`config.mk`:
```
export PLATFORM = sky130hd
export DESIGN_NAME = last_sig_position_binarizer
export DESIGN_NICKNAME = d
export VERILOG_FILES = /design/src/rtl/lspb_pkg.sv /design/src/rtl/last_sig_position_binarizer.sv /design/src/rtl/lspb_datapath.sv /design/src/rtl/lspb_ctrl.sv
export SDC_FILE = /design/constraint.sdc
export NUM_CORES = 1
export LEC_CHECK = 0
export BUFFER_PORTS_ARGS = -buffer_cell sky130_fd_sc_hd__buf_2
export CAP_MARGIN = 0
export CORE_UTILIZATION = 50
export CTS_BUF_LIST = sky130_fd_sc_hd__clkbuf_16
export CTS_CLUSTER_SIZE = 8
export DETAILED_ROUTE_END_ITERATION = 16
export GPL_TIMING_DRIVEN = 0
export PLACE_DENSITY = 0.69
export SYNTH_ARGS = -nofsm -noshare
export SYNTH_HDL_FRONTEND = slang
export SYNTH_HIERARCHICAL = 1
export SYNTH_SLANG_ARGS = --single-unit
```
`constraint.sdc`:
```
create_clock -name clock -period 5.2 [get_ports clock]
set_clock_uncertainty 0.15 [all_clocks]
set_input_delay 0.52 -clock clock [delete_from_list [all_inputs] [get_ports clock]]
set_output_delay 0.52 -clock clock [all_outputs]
set_load 0.1 [all_outputs]
```
`src/rtl/lspb_pkg.sv`:
```
// lspb_pkg: shared types and constants for the last significant position binarizer
// holds the beat structs and the controller/datapath command and status groups
// no dependencies
`timescale 1ns / 1ps
`default_nettype none

package lspb_pkg;

   // chroma context set starts here in the axis context table
   localparam logic [4:0] CHROMA_CTX_BASE = 5'd15;
   // coordinates below this have a prefix equal to themselves and no suffix
   localparam logic [4:0] PREFIX_ONLY_LIMIT = 5'd4;

   typedef struct packed {
      logic [4:0] pos_x;
      logic [4:0] pos_y;
      logic [2:0] log2_size;
      logic       is_chroma;
   } req_type;

   typedef struct packed {
      logic       bin_value;
      logic [4:0] ctx_index;
      logic       axis;
      logic       bypass;
      logic       last_bin;
   } rsp_type;

   typedef enum logic [1:0] {
      PH_PRE_X,
      PH_PRE_Y,
      PH_SUF_X,
      PH_SUF_Y
   } phase_type;

   typedef struct packed {
      logic      load;
      logic      emit;
      phase_type phase;
      logic      last;
   } cmd_type;

   typedef struct packed {
      logic slot_free;
      logic phase_end;
      logic sfx_x_none;
      logic sfx_y_none;
   } sts_type;

endpackage

`default_nettype wire

```
`src/rtl/last_sig_position_binarizer.sv`:
```
// last_sig_position_binarizer: one input beat yields 2 to 24 bin beats, one per cycle while rsp is not stalled
// first bin: the req beat is loaded, the sequencer enters prefix x and the bin is registered on rsp
// positions: a new req beat is taken only once the sequencer is idle again; the single
// bin counter walks prefix x, prefix y, suffix x, suffix y; rsp stall holds the bin flow
// reset: synchronous, active high; clears the sequencer and the rsp valid flag
`timescale 1ns / 1ps
`default_nettype none

module last_sig_position_binarizer #(
   parameter int MAX_LOG2_SIZE = 5
) (
   input  wire logic              clock,
   input  wire logic              reset,
   // position beat in
   input  wire logic              req_valid,
   output logic                   req_stall,
   input  wire lspb_pkg::req_type req_data,
   // bin beat out
   output logic                   rsp_valid,
   input  wire logic              rsp_stall,
   output lspb_pkg::rsp_type      rsp_data
);

   // command and status between the sequencer and the datapath
   lspb_pkg::cmd_type cmd;
   lspb_pkg::sts_type sts;

   // sequencer: takes a beat only when idle, then steps through the four phases,
   // skipping a suffix phase that has no bits and flagging the final bin
   lspb_ctrl u_ctrl (
      .clock     (clock),
      .reset     (reset),
      .req_valid (req_valid),
      .req_stall (req_stall),
      .sts       (sts),
      .cmd       (cmd)
   );

   // datapath: clamps size and positions, splits each coordinate into prefix and
   // suffix, builds context indexes and holds the bin in the output register
   lspb_datapath #(
      .MAX_LOG2_SIZE (MAX_LOG2_SIZE)
   ) u_datapath (
      .clock     (clock),
      .reset     (reset),
      .req_data  (req_data),
      .rsp_stall (rsp_stall),
      .cmd       (cmd),
      .sts       (sts),
      .rsp_valid (rsp_valid),
      .rsp_data  (rsp_data)
   );

endmodule

`default_nettype wire

```
`src/rtl/lspb_datapath.sv`:
```
// lspb_datapath: position split, context offsets, bin counter and output register
// driven by lspb_ctrl through lspb_pkg::cmd_type, reports lspb_pkg::sts_type
// depends on lspb_pkg
`timescale 1ns / 1ps
`default_nettype none

module lspb_datapath #(
   parameter int MAX_LOG2_SIZE = 5
) (
   input  wire logic             clock,
   input  wire logic             reset,
   input  wire lspb_pkg::req_type req_data,
   input  wire logic             rsp_stall,
   input  wire lspb_pkg::cmd_type cmd,
   output lspb_pkg::sts_type     sts,
   output logic                  rsp_valid,
   output lspb_pkg::rsp_type     rsp_data
);

   localparam logic [2:0] MAX_LG = 3'(MAX_LOG2_SIZE);

   typedef struct packed {
      logic [3:0] prefix;
      logic [2:0] suffix;
      logic [1:0] nbits;
   } split_type;

   function automatic split_type split_pos(input logic [4:0] p);
      split_type s;
      s = '0;
      if (p < lspb_pkg::PREFIX_ONLY_LIMIT) begin
         s.prefix = p[3:0];
      end else if (p[4]) begin
         s.prefix = 4'd8 + {3'd0, p[3]};
         s.nbits  = 2'd3;
         s.suffix = p[2:0];
      end else if (p[3]) begin
         s.prefix = 4'd6 + {3'd0, p[2]};
         s.nbits  = 2'd2;
         s.suffix = {1'b0, p[1:0]};
      end else begin
         s.prefix = 4'd4 + {3'd0, p[1]};
         s.nbits  = 2'd1;
         s.suffix = {2'b00, p[0]};
      end
      return s;
   endfunction

   logic [2:0] lg;
   logic [5:0] lim_wide;
   logic [4:0] lim;
   logic [4:0] px;
   logic [4:0] py;
   logic [4:0] lg_m2;
   logic [4:0] off_in;
   logic [1:0] sh_in;
   split_type  split_x;
   split_type  split_y;

   split_type         split_x_ff, split_x_in;
   split_type         split_y_ff, split_y_in;
   logic [4:0]        ctx_off_ff, ctx_off_in;
   logic [1:0]        ctx_sh_ff, ctx_sh_in;
   logic [3:0]        cmax_ff, cmax_in;
   logic [3:0]        cnt_ff, cnt_in;
   logic              rsp_valid_ff, rsp_valid_in;
   lspb_pkg::rsp_type rsp_ff, rsp_in;

   logic [3:0] cur_prefix;
   logic [2:0] cur_suffix;
   logic [1:0] cur_nbits;
   logic [3:0] cnt_sh;
   logic [1:0] sfx_idx;
   logic       bin_val;
   logic [4:0] bin_ctx;
   logic       phase_end;
   logic       slot_free;

   // size clamp, position clamp and split of the incoming beat
   always_comb begin
      if (req_data.log2_size < 3'd2) begin
         lg = 3'd2;
      end else if (req_data.log2_size > MAX_LG) begin
         lg = MAX_LG;
      end else begin
         lg = req_data.log2_size;
      end
      lim_wide = (6'd1 << lg) - 6'd1;
      lim      = lim_wide[4:0];
      px       = (req_data.pos_x > lim) ? lim : req_data.pos_x;
      py       = (req_data.pos_y > lim) ? lim : req_data.pos_y;
      split_x  = split_pos(px);
      split_y  = split_pos(py);
      lg_m2    = {2'b00, lg - 3'd2};
      if (req_data.is_chroma) begin
         off_in = lspb_pkg::CHROMA_CTX_BASE;
         sh_in  = 2'(lg - 3'd2);
      end else begin
         off_in = (lg_m2 << 1) + lg_m2 + {2'b00, (lg - 3'd1) >> 2};
         sh_in  = 2'((lg + 3'd1) >> 2);
      end
   end

   // current bin for the phase the controller selects
   always_comb begin
      case (cmd.phase)
         lspb_pkg::PH_PRE_X: begin
            cur_prefix = split_x_ff.prefix;
            cur_suffix = split_x_ff.suffix;
            cur_nbits  = split_x_ff.nbits;
         end
         lspb_pkg::PH_PRE_Y: begin
            cur_prefix = split_y_ff.prefix;
            cur_suffix = split_y_ff.suffix;
            cur_nbits  = split_y_ff.nbits;
         end
         lspb_pkg::PH_SUF_X: begin
            cur_prefix = split_x_ff.prefix;
            cur_suffix = split_x_ff.suffix;
            cur_nbits  = split_x_ff.nbits;
         end
         default: begin
            cur_prefix = split_y_ff.prefix;
            cur_suffix = split_y_ff.suffix;
            cur_nbits  = split_y_ff.nbits;
         end
      endcase
      cnt_sh  = cnt_ff >> ctx_sh_ff;
      sfx_idx = 2'(cur_nbits - 2'd1 - cnt_ff[1:0]);
      if (cmd.phase == lspb_pkg::PH_PRE_X || cmd.phase == lspb_pkg::PH_PRE_Y) begin
         bin_val   = cnt_ff < cur_prefix;
         bin_ctx   = ctx_off_ff + {1'b0, cnt_sh};
         phase_end = (cur_prefix == cmax_ff) ? (cnt_ff + 4'd1 == cur_prefix)
                                             : (cnt_ff == cur_prefix);
      end else begin
         bin_val   = cur_suffix[sfx_idx];
         bin_ctx   = '0;
         phase_end = cnt_ff == {2'b00, cur_nbits - 2'd1};
      end
   end

   assign slot_free = !rsp_valid_ff || !rsp_stall;
   assign sts       = '{slot_free:  slot_free,
                        phase_end:  phase_end,
                        sfx_x_none: split_x_ff.nbits == 2'd0,
                        sfx_y_none: split_y_ff.nbits == 2'd0};

   always_comb begin
      split_x_in   = split_x_ff;
      split_y_in   = split_y_ff;
      ctx_off_in   = ctx_off_ff;
      ctx_sh_in    = ctx_sh_ff;
      cmax_in      = cmax_ff;
      cnt_in       = cnt_ff;
      rsp_in       = rsp_ff;
      rsp_valid_in = rsp_valid_ff && rsp_stall;
      if (cmd.load) begin
         split_x_in = split_x;
         split_y_in = split_y;
         ctx_off_in = off_in;
         ctx_sh_in  = sh_in;
         cmax_in    = {lg, 1'b0} - 4'd1;
         cnt_in     = '0;
      end
      if (cmd.emit) begin
         rsp_valid_in     = 1'b1;
         rsp_in.bin_value = bin_val;
         rsp_in.ctx_index = bin_ctx;
         rsp_in.axis      = cmd.phase == lspb_pkg::PH_PRE_Y
                         || cmd.phase == lspb_pkg::PH_SUF_Y;
         rsp_in.bypass    = cmd.phase == lspb_pkg::PH_SUF_X
                         || cmd.phase == lspb_pkg::PH_SUF_Y;
         rsp_in.last_bin  = cmd.last;
         cnt_in           = phase_end ? 4'd0 : cnt_ff + 4'd1;
      end
   end

   always_ff @(posedge clock) begin
      split_x_ff <= split_x_in;
      split_y_ff <= split_y_in;
      ctx_off_ff <= ctx_off_in;
      ctx_sh_ff  <= ctx_sh_in;
      cmax_ff    <= cmax_in;
      rsp_ff     <= rsp_in;
      if (reset) begin
         cnt_ff       <= '0;
         rsp_valid_ff <= 1'b0;
      end else begin
         cnt_ff       <= cnt_in;
         rsp_valid_ff <= rsp_valid_in;
      end
   end

   assign rsp_valid = rsp_valid_ff;
   assign rsp_data  = rsp_ff;

endmodule

`default_nettype wire

```
`src/rtl/lspb_ctrl.sv`:
```
// lspb_ctrl: sequencer over the prefix and suffix phases of one position
// issues lspb_pkg::cmd_type to lspb_datapath and reads lspb_pkg::sts_type back
// depends on lspb_pkg
`timescale 1ns / 1ps
`default_nettype none

module lspb_ctrl (
   input  wire logic              clock,
   input  wire logic              reset,
   input  wire logic              req_valid,
   output logic                   req_stall,
   input  wire lspb_pkg::sts_type sts,
   output lspb_pkg::cmd_type      cmd
);

   typedef enum logic [2:0] {
      ST_IDLE,
      ST_PRE_X,
      ST_PRE_Y,
      ST_SUF_X,
      ST_SUF_Y
   } state_type;

   state_type state_ff, state_in;

   always_comb begin
      state_in  = state_ff;
      cmd.load  = 1'b0;
      cmd.emit  = 1'b0;
      cmd.phase = lspb_pkg::PH_PRE_X;
      cmd.last  = 1'b0;
      case (state_ff)
         ST_IDLE: begin
            cmd.load = req_valid;
            if (req_valid) begin
               state_in = ST_PRE_X;
            end
         end
         ST_PRE_X: begin
            cmd.emit  = sts.slot_free;
            cmd.phase = lspb_pkg::PH_PRE_X;
            if (sts.slot_free && sts.phase_end) begin
               state_in = ST_PRE_Y;
            end
         end
         ST_PRE_Y: begin
            cmd.emit  = sts.slot_free;
            cmd.phase = lspb_pkg::PH_PRE_Y;
            cmd.last  = sts.phase_end && sts.sfx_x_none && sts.sfx_y_none;
            if (sts.slot_free && sts.phase_end) begin
               if (!sts.sfx_x_none) begin
                  state_in = ST_SUF_X;
               end else if (!sts.sfx_y_none) begin
                  state_in = ST_SUF_Y;
               end else begin
                  state_in = ST_IDLE;
               end
            end
         end
         ST_SUF_X: begin
            cmd.emit  = sts.slot_free;
            cmd.phase = lspb_pkg::PH_SUF_X;
            cmd.last  = sts.phase_end && sts.sfx_y_none;
            if (sts.slot_free && sts.phase_end) begin
               state_in = sts.sfx_y_none ? ST_IDLE : ST_SUF_Y;
            end
         end
         ST_SUF_Y: begin
            cmd.emit  = sts.slot_free;
            cmd.phase = lspb_pkg::PH_SUF_Y;
            cmd.last  = sts.phase_end;
            if (sts.slot_free && sts.phase_end) begin
               state_in = ST_IDLE;
            end
         end
         default: begin
            state_in = ST_IDLE;
         end
      endcase
   end

   always_ff @(posedge clock) begin
      if (reset) begin
         state_ff <= ST_IDLE;
      end else begin
         state_ff <= state_in;
      end
   end

   assign req_stall = state_ff != ST_IDLE;

endmodule

`default_nettype wire
```
==> results.toml <==
[yosys]
async_flop_share_pct = 0
synth_top_area_share_pct = 35.22
synthCells = 311
synth-seq-cells = 45
synth_nets = 359
avgSynthCellArea_um2 = 10.14
netlist_top_cells_count = "edfxtp_1, ha_1, nor2_1, nand2_1, inv_1"
synth_area_leaders = "edfxtp_1, ha_1, dfxtp_1"
synth_most_common_cell = "edfxtp_1"
syn_area_um2 = 3154
synth_ff_type = "edfxtp_1"
ys.warnings.count = 6
synth_enable_flop_cells = 37
synth_cell_types = 59
ys_seq_area_share_pct = 40.30
synth.largest_area_cell = "edfxtp_1"

[clock_tree]
cts-root-buf = "clkbuf_16"
ctsLongestPathBuffers = 2
cts-buffers-inserted = 5
cts_resized = 0
clk_transition_reported_paths_ps = 60
cts_tree = "built"
clk_latency_ps = 280
postCtsHoldBufs = 0
clkSinkCount = 45
postCtsSetupBuffers = 0
htreeDepth = 2

[placement]
placedCellCount = 415
place.gp.congestion = 0.9186
hpwl_um = 4475
portBuffers = 28

[critical_path]
path_buf_inv = 4
critPathLaunchType = "input port"
worst_path_dominant_cell_family = "compound AO/OA/AOI/OAI gates"
crit_path_end_kind = "flop"
cp_cell_sequence = "buf_2 > clkbuf_1 > o21ai_0 > nand2_1 > inv_1 > ha_1 > nand2_1 > xnor2_1 > ha_1 > a21o_1 > a21o_1 > a211oi_4 > mux2i_1 > inv_1 > o22ai_2 > o311ai_1"
crit_required_ps = 5050
critPathMaxStageDelay_ps = 470
crit_path_start = "req_data[3]"
critical_path_class = "in2reg"
critPathMaxFanout = 10
arrival_ps = 4010
crit_slowest_cell = "xnor2_1"
crit-reg2reg-launch = "u_ctrl/state_ff[2]"

[outcome]
status = "completed"

[global_routing]
antenna_found_initial = 0
grt_pass1_vias = 2098
overflow = 0
grt_util_all_layers_pct = 19.06
grt_max_degree = 19
grt_pass1_wl_um = 9584

[layout]
fin_nets = 395
drive_above_1_share_pct = 17.87
syn_to_final_growth_pct = 13.45
final_util_pct = 59.73
finalNonFillerCells = 422
diodes = 0
fill_cells = 523

[sta]
rsz0062_at_grt = "no"
whs_ps = 333.4
hold_violations = 0
maxSlewViolCount = 0
slew_headroom_pct = 46.71
max_freq_mhz = 240.5
tightest_slew_ps = 798.5
min_period_ps = 4158
fin_crit_sh_pct = 79.96
setup_viol = 0
finalSetupTns_ps = 0

[die]
rows = 28
io_pins = 29
dieHeight_um = 81.43
core_area_um2 = 5991
dieArea_um2 = 6630
die_width_um = 81.43
start_util_pct = 52.65

[detailed_routing]
antenna_left = 0
drt-pass1-iter-count = 4
vias = 2283
vias_per_cell = 5.410
drt-wirelength-per-cell_um = 13.55
drc = 0
dr.first_iter.drc_count = 54
totalWireLength_um = 5717

[worst_hold_path]
hp-class = "in2reg"
holdCritStartpoint = "rsp_stall"

[power]
finalPower_w = 0.001108
powerDensity_nw_per_um2 = 309.6
p_leak_nw = 1.514
peakVddDrop_mv = 0.1883

[job]
drv_cap = 0
==> stage by stage <==
stage | cell area, um^2 | setup slack (ps)
floorplan | 3154 | 1456
global placement | 3388 | 834.1
detailed placement | 3418 | 752.3
CTS | 3578 | 1041
global route | 3578 | 725.7
finish | 3578 | 1042
==> power by group <==
| group | internal, W | total, W | switching [W] | leakage (nW) |
|---|---|---|---|---|
| clock network | 0.000223 | 0.000342 | 0.000119 | 0.0797 |
| registers | 0.000438 | 0.000457 | 0.0000186 | 0.413 |
| logic | 0.000110 | 0.000309 | 0.000200 | 1.02 |
==> worst paths after layout <==
kind                                            endpoint  slack [ps]  cells after the start
worst max-delay path            u_datapath/split_x_ff[2]        1040                     16
worst min-delay path                u_datapath/rsp_valid         330                      3
worst max register to register        u_ctrl/state_ff[2]        2400                     13
worst min register to register      u_datapath/rsp_valid         360                      2
==> worst min-delay path, stage by stage <==
cell and delay [ps]:
buf_2 90, a21oi_1 50, nor2_1 70
==> placed cells by master (no fill, tap or decap), drive strengths merged, types with 8 or more instances in the layout <==
cell type	n
clkbuf	10
o21ai	15
nand2	25
nor2	28
a21oi	16
inv	21
mux2i	13
xnor2	8
xor2	14
buf	40
ha	28
dfxtp	8
edfxtp	37
==> logic make-up after synthesis <==
| logic type | count (synthesis) | share of synthesized area (%) |
|---|---|---|
| AOI/OAI and AO/OA | 62 | 13.45 |
| DFF | 45 | 40.30 |
| and+or+nand+nor | 99 | 15.83 |
| adders and majority gates | 30 | 12.38 |
| buffers and inverters | 37 | 5.633 |
| muxes | 16 | 6.307 |
| xor gates and xnor gates | 22 | 6.109 |
==> final cells by class <==
class                      instances  area, um^2  share of cell area [%]
inverter                          21       78.83                   2.203
tap                               75       93.84                   2.622
timing repair buffer              29       167.7                   4.685
multi-input combinational        229        1708                   47.73
buffer                            16       98.84                   2.762
clock inverter                     2       35.03                  0.9790
sequential                        45        1271                   35.52
clock buffer                       5       125.1                   3.497
==> per-layer routing <==
metal  GRT usage, %  share of wire, %
met5              0                 0
met4          7.143               1.9
met3          3.333               2.5
met2          32.92                48
met1          23.64                47
==> registers in the layout, summed over array words and instances, names as in the netlist <==
name	count
u_ctrl/state_ff	3
u_datapath/rsp_data	9
u_datapath/split_y_ff	9
u_datapath/ctx_sh_ff	2
u_datapath/ctx_off_ff	5
u_datapath/rsp_valid	1
u_datapath/cmax_ff	3
u_datapath/split_x_ff	9
u_datapath/cnt_ff	4
Note: power is estimated with default switching activity, not from simulation.
